[src/rtl/gmpu_pkg.sv]
// Shared types and constants for the graphics mode pixel unpacker.
`default_nettype none
package gmpu_pkg;

    localparam int CFG_IDX_W  = 3;
    localparam int CFG_DATA_W = 64;

    localparam logic [CFG_IDX_W-1:0] REG_MODE       = 3'd0;
    localparam logic [CFG_IDX_W-1:0] REG_COLORS_LOW = 3'd1;
    localparam logic [CFG_IDX_W-1:0] REG_BACKGROUND = 3'd2;
    localparam logic [CFG_IDX_W-1:0] REG_LINE_BYTES = 3'd3;
    localparam logic [CFG_IDX_W-1:0] REG_HORZ_SHIFT = 3'd4;

    localparam logic [2:0] MODE_HIRES   = 3'd0;
    localparam logic [2:0] MODE_LUMA    = 3'd1;
    localparam logic [2:0] MODE_PALETTE = 3'd2;
    localparam logic [2:0] MODE_HUE     = 3'd3;
    localparam logic [2:0] MODE_FOUR    = 3'd4;

    localparam logic [1:0] SHIFT_RIGHT = 2'b01;
    localparam logic [1:0] SHIFT_LEFT  = 2'b11;

    localparam logic [6:0] LINE_BYTES_RESET = 7'd40;

    typedef struct packed {
        logic [2:0]  mode;
        logic [63:0] colors_low;
        logic [7:0]  background;
        logic [6:0]  line_bytes;
        logic [1:0]  horz_shift;
    } cfg_t;

    typedef struct packed {
        logic [7:0] cur_byte;
        logic [7:0] prev_byte;
        logic       first;
        logic       last;
    } desc_t;

endpackage
`default_nettype wire

[src/rtl/graphics_mode_pixel_unpacker_top.sv]
// Top level: configuration registers, front end, descriptor queue and pixel back end.
// An accepted item passes a queue entry and the descriptor register to the output register,
// which gives one pixel per cycle unless out_stall is high or the queue runs dry: 7 to 9
// pixels per video byte (8 with no shift); the two-entry queue takes bytes ahead of the back end.
// Reset (rst_n, asynchronous, active low) empties the queue and output, restarts the line
// and loads the register reset values.
`default_nettype none
module graphics_mode_pixel_unpacker_top #(
    parameter int MAX_LINE_BYTES = 64
) (
    input  wire logic                              clk,
    input  wire logic                              rst_n,
    input  wire logic                              in_valid,
    output logic                                   in_stall,
    input  wire logic [7:0]                        video_byte,
    output logic                                   out_valid,
    input  wire logic                              out_stall,
    output logic [7:0]                             pixel_color,
    output logic                                   run_last,
    output logic                                   line_end,
    input  wire logic                              wr_en,
    input  wire logic [gmpu_pkg::CFG_IDX_W-1:0]    wr_index,
    input  wire logic [gmpu_pkg::CFG_DATA_W-1:0]   wr_data
);
    import gmpu_pkg::*;

    cfg_t  cfg_reg;
    desc_t front_desc;
    desc_t q_head;
    logic  q_full;
    logic  q_not_empty;
    logic  q_pop;
    logic  accept;

    assign in_stall = q_full;
    assign accept   = in_valid && !q_full;

    always_ff @(posedge clk or negedge rst_n)
    begin
        if (!rst_n)
        begin
            cfg_reg.mode       <= MODE_HIRES;
            cfg_reg.colors_low <= '0;
            cfg_reg.background <= '0;
            cfg_reg.line_bytes <= LINE_BYTES_RESET;
            cfg_reg.horz_shift <= '0;
        end
        else if (wr_en)
        begin
            case (wr_index)
                REG_MODE:       cfg_reg.mode       <= wr_data[2:0];
                REG_COLORS_LOW: cfg_reg.colors_low <= wr_data;
                REG_BACKGROUND: cfg_reg.background <= wr_data[7:0];
                REG_LINE_BYTES: cfg_reg.line_bytes <= wr_data[6:0];
                REG_HORZ_SHIFT: cfg_reg.horz_shift <= wr_data[1:0];
                default:        ;
            endcase
        end
    end

    gmpu_front #(
        .MAX_LINE_BYTES (MAX_LINE_BYTES)
    ) u_front (
        .clk        (clk),
        .rst_n      (rst_n),
        .accept     (accept),
        .video_byte (video_byte),
        .line_bytes (cfg_reg.line_bytes),
        .desc       (front_desc)
    );

    gmpu_queue u_queue (
        .clk       (clk),
        .rst_n     (rst_n),
        .push      (accept),
        .push_desc (front_desc),
        .pop       (q_pop),
        .head      (q_head),
        .full      (q_full),
        .not_empty (q_not_empty)
    );

    gmpu_back u_back (
        .clk         (clk),
        .rst_n       (rst_n),
        .cfg         (cfg_reg),
        .q_head      (q_head),
        .q_not_empty (q_not_empty),
        .q_pop       (q_pop),
        .out_stall   (out_stall),
        .out_valid   (out_valid),
        .pixel_color (pixel_color),
        .run_last    (run_last),
        .line_end    (line_end)
    );

endmodule
`default_nettype wire

[src/rtl/gmpu_front.sv]
// Front end: takes video bytes, tracks line position and carried byte, builds descriptors.
`default_nettype none
module gmpu_front #(
    parameter int MAX_LINE_BYTES = 64
) (
    input  wire logic           clk,
    input  wire logic           rst_n,
    input  wire logic           accept,
    input  wire logic [7:0]     video_byte,
    input  wire logic [6:0]     line_bytes,
    output gmpu_pkg::desc_t     desc
);
    import gmpu_pkg::*;

    localparam logic [7:0] MaxLen = 8'(MAX_LINE_BYTES);

    logic [6:0] pos_reg;
    logic [7:0] carried_reg;
    logic [7:0] len;
    logic       last;

    always_comb
    begin
        if (line_bytes == 7'd0)
            len = 8'd1;
        else if ({1'b0, line_bytes} > MaxLen)
            len = MaxLen;
        else
            len = {1'b0, line_bytes};
        last = (({1'b0, pos_reg} + 8'd1) >= len);
        desc.cur_byte  = video_byte;
        desc.prev_byte = carried_reg;
        desc.first     = (pos_reg == 7'd0);
        desc.last      = last;
    end

    always_ff @(posedge clk or negedge rst_n)
    begin
        if (!rst_n)
        begin
            pos_reg     <= '0;
            carried_reg <= '0;
        end
        else if (accept)
        begin
            carried_reg <= video_byte;
            pos_reg     <= last ? 7'd0 : (pos_reg + 7'd1);
        end
    end

endmodule
`default_nettype wire

[src/rtl/gmpu_queue.sv]
// Two-entry descriptor queue between front and back.
`default_nettype none
module gmpu_queue (
    input  wire logic           clk,
    input  wire logic           rst_n,
    input  wire logic           push,
    input  wire gmpu_pkg::desc_t push_desc,
    input  wire logic           pop,
    output gmpu_pkg::desc_t     head,
    output logic                full,
    output logic                not_empty
);
    import gmpu_pkg::*;

    desc_t      entry_reg [2];
    logic       wr_ptr_reg;
    logic       rd_ptr_reg;
    logic [1:0] count_reg;

    assign head      = entry_reg[rd_ptr_reg];
    assign full      = (count_reg == 2'd2);
    assign not_empty = (count_reg != 2'd0);

    always_ff @(posedge clk)
    begin
        if (push)
            entry_reg[wr_ptr_reg] <= push_desc;
    end

    always_ff @(posedge clk or negedge rst_n)
    begin
        if (!rst_n)
        begin
            wr_ptr_reg <= 1'b0;
            rd_ptr_reg <= 1'b0;
            count_reg  <= 2'd0;
        end
        else
        begin
            if (push)
                wr_ptr_reg <= ~wr_ptr_reg;
            if (pop)
                rd_ptr_reg <= ~rd_ptr_reg;
            if (push && !pop)
                count_reg <= count_reg + 2'd1;
            else if (pop && !push)
                count_reg <= count_reg - 2'd1;
        end
    end

endmodule
`default_nettype wire

[src/rtl/gmpu_back.sv]
// Back end: walks the pixel slots of each descriptor and drives the output register.
`default_nettype none
module gmpu_back (
    input  wire logic           clk,
    input  wire logic           rst_n,
    input  wire gmpu_pkg::cfg_t cfg,
    input  wire gmpu_pkg::desc_t q_head,
    input  wire logic           q_not_empty,
    output logic                q_pop,
    input  wire logic           out_stall,
    output logic                out_valid,
    output logic [7:0]          pixel_color,
    output logic                run_last,
    output logic                line_end
);
    import gmpu_pkg::*;

    desc_t      desc_reg;
    logic       active_reg;
    logic [3:0] slot_reg;
    logic       out_valid_reg;
    logic [7:0] color_reg;
    logic       run_last_reg;
    logic       line_end_reg;

    logic       out_free;
    logic [3:0] end_slot;
    logic [3:0] start_slot;
    logic       at_end;
    logic [7:0] src_byte;
    logic [2:0] src_idx;
    logic       zero_px;
    logic [7:0] px;

    function automatic logic [7:0] reg_of(input cfg_t c, input logic [3:0] n);
        logic [7:0] r;
        if (n[3])
            r = c.background;
        else
            r = c.colors_low[{n[2:0], 3'b000} +: 8];
        return r;
    endfunction

    function automatic logic [7:0] decode(input cfg_t c, input logic [7:0] b,
                                          input logic [2:0] i);
        logic [3:0] nib;
        logic [1:0] k;
        logic [7:0] r;
        nib = i[2] ? b[3:0] : b[7:4];
        k   = {b[3'd7 - {i[2:1], 1'b0}], b[3'd6 - {i[2:1], 1'b0}]};
        case (c.mode)
            MODE_HIRES:   r = (b[3'd7 - i] ? reg_of(c, 4'd5) : reg_of(c, 4'd6)) & 8'hFE;
            MODE_LUMA:    r = {c.background[7:4], nib};
            MODE_PALETTE: r = reg_of(c, nib);
            MODE_HUE:     r = {nib, c.background[3:0]};
            MODE_FOUR:
            begin
                case (k)
                    2'd0:    r = reg_of(c, 4'd8) & 8'hFE;
                    2'd1:    r = reg_of(c, 4'd4) & 8'hFE;
                    2'd2:    r = reg_of(c, 4'd5) & 8'hFE;
                    default: r = reg_of(c, 4'd6) & 8'hFE;
                endcase
            end
            default:      r = 8'h00;
        endcase
        return r;
    endfunction

    always_comb
    begin
        out_free   = !out_valid_reg || !out_stall;
        end_slot   = (cfg.horz_shift == SHIFT_LEFT && desc_reg.last) ? 4'd8 : 4'd7;
        start_slot = (cfg.horz_shift == SHIFT_LEFT && q_head.first) ? 4'd1 : 4'd0;
        at_end     = (slot_reg == end_slot);
        q_pop      = q_not_empty && (!active_reg || (out_free && at_end));

        src_byte = desc_reg.cur_byte;
        src_idx  = slot_reg[2:0];
        zero_px  = 1'b0;
        if (cfg.horz_shift == SHIFT_RIGHT)
        begin
            if (slot_reg == 4'd0)
            begin
                src_byte = desc_reg.prev_byte;
                src_idx  = 3'd7;
                zero_px  = desc_reg.first;
            end
            else
                src_idx = 3'(slot_reg - 4'd1);
        end
        else if (cfg.horz_shift == SHIFT_LEFT)
            zero_px = slot_reg[3];
        px = zero_px ? 8'h00 : decode(cfg, src_byte, src_idx);
    end

    always_ff @(posedge clk)
    begin
        if (q_pop)
            desc_reg <= q_head;
        if (out_free && active_reg)
        begin
            color_reg    <= px;
            run_last_reg <= at_end;
            line_end_reg <= at_end && desc_reg.last;
        end
    end

    always_ff @(posedge clk or negedge rst_n)
    begin
        if (!rst_n)
        begin
            active_reg    <= 1'b0;
            slot_reg      <= '0;
            out_valid_reg <= 1'b0;
        end
        else
        begin
            if (out_free)
                out_valid_reg <= active_reg;
            if (q_pop)
            begin
                active_reg <= 1'b1;
                slot_reg   <= start_slot;
            end
            else if (out_free && active_reg)
            begin
                if (at_end)
                    active_reg <= 1'b0;
                else
                    slot_reg <= slot_reg + 4'd1;
            end
        end
    end

    assign out_valid   = out_valid_reg;
    assign pixel_color = color_reg;
    assign run_last    = run_last_reg;
    assign line_end    = line_end_reg;

endmodule
`default_nettype wire

[config.mk]
export PLATFORM = sky130hd
export DESIGN_NAME = graphics_mode_pixel_unpacker_top
export DESIGN_NICKNAME = d
export VERILOG_FILES = /design/src/rtl/gmpu_pkg.sv /design/src/rtl/graphics_mode_pixel_unpacker_top.sv /design/src/rtl/gmpu_front.sv /design/src/rtl/gmpu_queue.sv /design/src/rtl/gmpu_back.sv
export SDC_FILE = /design/constraint.sdc
export NUM_CORES = 1
export LEC_CHECK = 0
export BUFFER_PORTS_ARGS = -buffer_cell sky130_fd_sc_hd__buf_2
export CORE_UTILIZATION = 53
export DETAILED_ROUTE_END_ITERATION = 10
export HOLD_SLACK_MARGIN = 0.06
export PLACE_DENSITY = 0.86
export SLEW_MARGIN = 20
export SYNTH_ARGS = -nofsm -noshare
export SYNTH_HDL_FRONTEND = slang
export SYNTH_HIERARCHICAL = 1
export SYNTH_SLANG_ARGS = --single-unit
[constraint.sdc]
create_clock -name clk -period 2.7 [get_ports clk]
set_input_delay 0.135 -clock clk [delete_from_list [all_inputs] [get_ports clk]]
set_output_delay 0.135 -clock clk [all_outputs]
set_load 0.05 [all_outputs]
# Word level (Yosys, flattened, before mapping)
# Memory sizes are Yosys's and may differ from the RTL's.
# Index checks and enable logic that the tools add are counted.
[totals]
regBits = 137
mem_bits_ro = 0
mem_bits_rw = 36
latch_bits = 0
wordCells = 120
out_inout_bits = 12
n_memories = 1
inputBits = 80
[op_classes]
add_sub_neg = 9
div_mod_pow = 0
n_mul = 0
n_mux = 33
shifts = 1
magnitude_cmp = 5
n_reduce_logical = 34
eq_ne = 15
bitwise = 2
[mem_list]
columns = ["memory", "depth", "width", "rd", "rd_clocked_by_memory_dff", "write_ports", "line", "source"]
rows = [
  ["u_queue.entry_reg", 2, 18, 1, 0, 1, "gmpu_queue.sv:15", "desc_t entry_reg [2];"],
]
[op_table]
columns = ["op", "count"]
rows = [
  ["$shiftx 64x7->8", 1],
  ["$pmux 8 s5", 1],
  ["$mux 8", 4],
  ["$pmux 8 s3", 1],
  ["$mux 7", 3],
  ["$mux 4", 5],
  ["$logic_not 7->1", 2],
  ["$reduce_and 2->1", 7],
  ["$eq 3x2->1 const B", 4],
  ["$lt 3x4->1 const B", 3],
  ["$mux 1", 12],
  ["$bmux 1 s3", 3],
  ["$logic_and 1x1->1", 9],
  ["$sub 3x3->3 const A", 3],
  ["$add 7x1->8 const B", 1],
  ["$ge 8x7->1", 1],
  ["$reduce_bool 2->1", 4],
  ["$add 7x1->7 const B", 1],
  ["$gt 7x7->1 const B", 1],
  ["$eq 2x2->1 const B", 3],
  ["$eq 3x1->1 const B", 2],
  ["$eq 3x3->1 const B", 2],
  ["$logic_not 1->1", 6],
  ["$logic_not 3->1", 2],
  ["13 further kinds", 18],
]

# Depth between registers and ports, before layout
[depth]
depth_word = 10
ltp_mapped = 12
depth_no_buf = 10

# By module
# Netlist, hierarchy kept.
[modules_own_cells]
columns = ["module", "seq_area_each_um2", "n_inst", "area_per_inst_um2", "cells_per_inst"]
rows = [
  ["graphics_mode_pixel_unpacker_top", 2104.5, 1, 3424.5, 182],
  ["gmpu_back", 870.8, 1, 2750.1, 257],
  ["gmpu_queue", 1181.1, 1, 1537.7, 72],
  ["gmpu_front", 375.4, 1, 988.4, 99],
]

# Least setup slack after synthesis
# No wires, ideal clock.
[synth_timing]
path_type = "register to register"
start = "register u_back.slot_reg[0]"
end = "register u_back.color_reg[2] (netlist: u_back/pixel_color[2]), data pin"
t_required_ns = 2.430
synth_period_minus_slack_ns = 2.933
t_arrival_ns = 2.663
path_slack_ns = -0.233
setup_time_ns = 0.270
stages_incl_launch_ff = 12
path_buffers = 2
path_cell_list = "dfrtp_1 inv_1 ha_1 and3b_1 buf_6 mux2_4 nor2_4 buf_6 mux4_2 a22o_1 o31ai_1 a31oi_1"
[synth_via]
elab_chain_len = 9
elab_cells_between_ends = 26
classes_between = "add/sub: 4; eq/ne: 2; shift: 1; mux: 17; reduce/logical: 2"
[synth_rtl]
columns = ["element", "line", "source"]
rows = [
  ["from (decl)", "gmpu_back.sv:20", "logic [3:0] slot_reg;"],
  ["from (signal assigned)", "gmpu_back.sv:124", "slot_reg <= start_slot;"],
  ["from (signal assigned)", "gmpu_back.sv:131", "slot_reg <= slot_reg + 4'd1;"],
  ["$sub 3x1->3 / $logic_not 4->1 (equally long branches)", "gmpu_back.sv:90, gmpu_back.sv:83", ""],
  ["$mux 3", "gmpu_back.sv:83", "if (slot_reg == 4'd0)"],
  ["$mux 3", "gmpu_back.sv:81", "if (cfg.horz_shift == SHIFT_RIGHT)"],
  ["$sub 3x3->3", "gmpu_back.sv:50", "k = {b[3'd7 - {i[2:1], 1'b0}], b[3'd6 - {i[2:1], 1'b0}]};"],
  ["$bmux 1 s3", "gmpu_back.sv:50", ""],
  ["$mux 1 (implied by the code)", "gmpu_back.sv:50", ""],
  ["$eq 2x2->1, or another cell as far along", "gmpu_back.sv:58", "case (k)"],
  ["$pmux 8 s3", "gmpu_back.sv:58", ""],
  ["$pmux 8 s5", "gmpu_back.sv:51", "case (c.mode)"],
  ["to (signal assigned)", "gmpu_back.sv:103", "color_reg <= px;"],
  ["to (decl)", "gmpu_back.sv:22", "logic [7:0] color_reg;"],
]
# Parallel ways exist; a longest one is shown, timed or not. The select of a mux whose other input is x is not followed.
# A chain may end at the register's enable or synchronous reset.

# Final worst setup path
[layout_timing]
start = "register u_back.slot_reg[1]"
end = "register u_back.color_reg[6] (netlist: u_back/pixel_color[6]), data pin"
# Same word-level chain as after synthesis.

==> summary.md <==
| Metric | Value |
|---|---|
| Status | `finished, violations left` |
| Violated checks | `negative setup slack` |
| Routability cong. | `0.9582` |
| Die Ht | `126.8 µm` |
| Hpwl dp | `14110 µm` |
| First-pass GRT wire length | `35820 µm` |
| Clock transition at path regs | `0.07 ns` |
| Power Density | `998.3 mW/mm²` |
| Nets | `893` |
| Worst Setup Path Type | `reg2reg` |
| Layout cells sized above 1 | `43.49%` |
| F_max | `0.3369 GHz` |
| Logic gate share of total power | `42.5%` |
| Initial Utilization | `54.30%` |
| Internal Power | `6.682 mW` |
| Placed insts | `885` |
| GRT Overall Usage | `29.93%` |
| DIE AREA | `0.01608 mm²` |
| Clock latency on the worst-skew pair | `0.44 ns` |
| Reg2reg setup slack | `-0.27 ns` |
| Min Tclk post-route | `2.968 ns` |
| Port Buffers | `91` |
| Multi-input gate area | `0.003800 mm²` |
| Core Footprint | `0.01520 mm²` |
| Crit-path max FO | `5` |
| Clock power share | `22.4%` |
| CTS H-tree depth | `4` |
| Worst setup SP type | `register` |
| # setup viols final | `8` |
| DP Area | `0.009077 mm²` |
| Fin crit share | `109.9%` |
| CTS root buffer | `clkbuf_16` |
| Slowest CP cell | `mux4_2` |
| Synth Net Count | `682` |
| WL/cell | `23.77 µm` |
| Post-route core utilization | `69.68%` |
| Sw Ratio | `36.81%` |
| Max-slew headroom | `47.67%` |
| Area Overhead vs Synth | `28.31%` |
| Io pins | `92` |
| Warnings from Yosys | `6` |
| Initial antenna violation count | `0` |
| Finished Layout Cells | `1003` |
| Crit path arrival time | `3.14 ns` |
| GR Overflow Total | `0` |
| Syn_area_per_cell | `13.99 µm²` |
| Slew Limit Fails | `0` |
| FF/Latch Area | `0.004192 mm²` |
| RSZ-0062 raised after global routing | `true` |
| Clk_skew | `0.01961 ns` |
| Dpl ws | `-0.3152 ns` |
| Die width | `126.8 µm` |
| Critical Path RT | `2.87 ns` |
| Total CTS buffers | `17` |
| Max reg flops | `84` |
| CTS tree | `built` |
| CP Capture Type | `register` |
| Largest net degree at the start of global routing | `57` |
| Max incr delay on CP | `0.51 ns` |
| Antenna viol nets, final | `0` |
| CP most frequent cell | `mux4_2` |
| Worst IR Drop VDD | `0.7500 mV` |
| PnR Total Power | `10.57 mW` |
| Finished Cell Area | `0.01059 mm²` |
| FILL cells | `968` |
| Initial DRC count | `658` |
| Final hold violation count | `0` |
| Leakage | `4.506 nW` |
| Maxcap violations | `0` |
| Routed WL | `23840 µm` |
| Drt first pass iters | `8` |
| Slew @ Worst Pin | `0.7850 ns` |
| Post-route DRC | `0` |
| Syn Inst Count | `590` |
| Setup ws final | `-0.2683 ns` |
| Area of the mapped netlist | `0.008255 mm²` |
| Via count | `6295` |
| CTS sink count | `157` |
| Vias in the first global route | `6337` |
| Hold Path Class | `in2reg` |
| P_sw | `3.893 mW` |
| Seq pwr share | `35.1%` |
| CTS max path bufs | `2` |
| Critical path, cell by cell | `inv_2 > ha_4 > and3b_2 > buf_8 > mux2i_2 > mux4_2 > buf_4 > mux4_2 > a2bb2oi_2 > a31oi_1` |
| Vias per cell | `6.276` |
| Row Count | `45` |
## path summary, 6_finish.rpt
| check | start | end | depth (start not counted) |
|---|---|---|---|
| hold reg to reg | u_front/carried_reg[0]$_DFFE_PN0P_ | u_queue/entry_reg[1][2]$_DFFE_PP_ | 0 |
| hold / removal | wr_index[2] | cfg_reg[81]$_DFFE_PN0P_ | 3 |
| setup / recovery | u_back/slot_reg[1]$_DFFE_PN0P_ | u_back/pixel_color[6]$_SDFFCE_PP0P_ | 10 |
| setup reg to reg | u_back/slot_reg[1]$_DFFE_PN0P_ | u_back/pixel_color[6]$_SDFFCE_PP0P_ | 10 |
| min in group asynchronous | rst_n | cfg_reg[60]$_DFFE_PN0P_ | 2 |
| max in group asynchronous | rst_n | cfg_reg[7]$_DFFE_PN1P_ | 3 |
## layer usage
layer	global-route usage, %	vias to the layer above	part of all wire [%]
li1	-	2652	-
met1	37.11	3071	37
met2	48.38	447	49
met3	6.959	125	8.5
met4	17.02	0	5.6
met5	0	-	0
## cell usage in the layout (no fill, tap or decap), types with 11 or more instances in the layout
master,count
buf_2,90
buf_4,54
clkbuf_16,17
dfrtp_1,103
dlygate4sd3_1,74
edfxtp_1,52
ha_1,11
inv_1,16
mux2_2,54
mux2_4,69
nand2_1,28
nor2_1,16
o21ai_0,13
## per-stage QoR
step,hold slack (ns),TNS [ns]
finish,0.1970,-1.950
global route,0.2012,-2.367
CTS,0.06424,-1.267
detailed placement,0.2533,-1.973
global placement,0.2274,-1.618
floorplan,-0.1606,-1.143
## area by class of cell
| type | instances | share of cell area (%) |
|---|---|---|
| sequential | 157 | 39.57 |
| timing repair buffer | 227 | 16.35 |
| tap | 188 | 2.221 |
| multi-input combinational | 379 | 35.87 |
| clock inverter | 15 | 1.276 |
| inverter | 19 | 0.6733 |
| antenna | 1 | 0.02362 |
| clock buffer | 17 | 4.016 |
## power by group through the flow
| stage | clock network, mW | logic (mW) | registers, mW |
|---|---|---|---|
| after floorplan | 0 | 2.68 | 3.64 |
| after global placement | 0 | 3.67 | 3.66 |
| after detailed placement | 0 | 3.80 | 3.69 |
| after CTS | 2.33 | 4.03 | 3.66 |
| after global routing | 2.49 | 4.68 | 3.77 |
| final | 2.37 | 4.49 | 3.71 |
## worst max-delay path: cells and delay by family, from the launching register on
family	cells	cell delay, ns
mux	3	1.27
flops	1	0.39
buf+inv	3	0.38
compound gates	2	0.27
simple gates	1	0.24
fa+ha+maj	1	0.16
## timing repair
item / 4_1_cts / 5_1_grt
pin swaps: 1 / 8
hold buffers: 73 / 1
gates cloned: 0 / 1
hold endpoints to repair: 151 / 1
setup buffers: 3 / 7
setup endpoints to repair: 8 / 8
gates resized for setup: 7 / 29
Note: power is estimated with default switching activity, not from simulation.
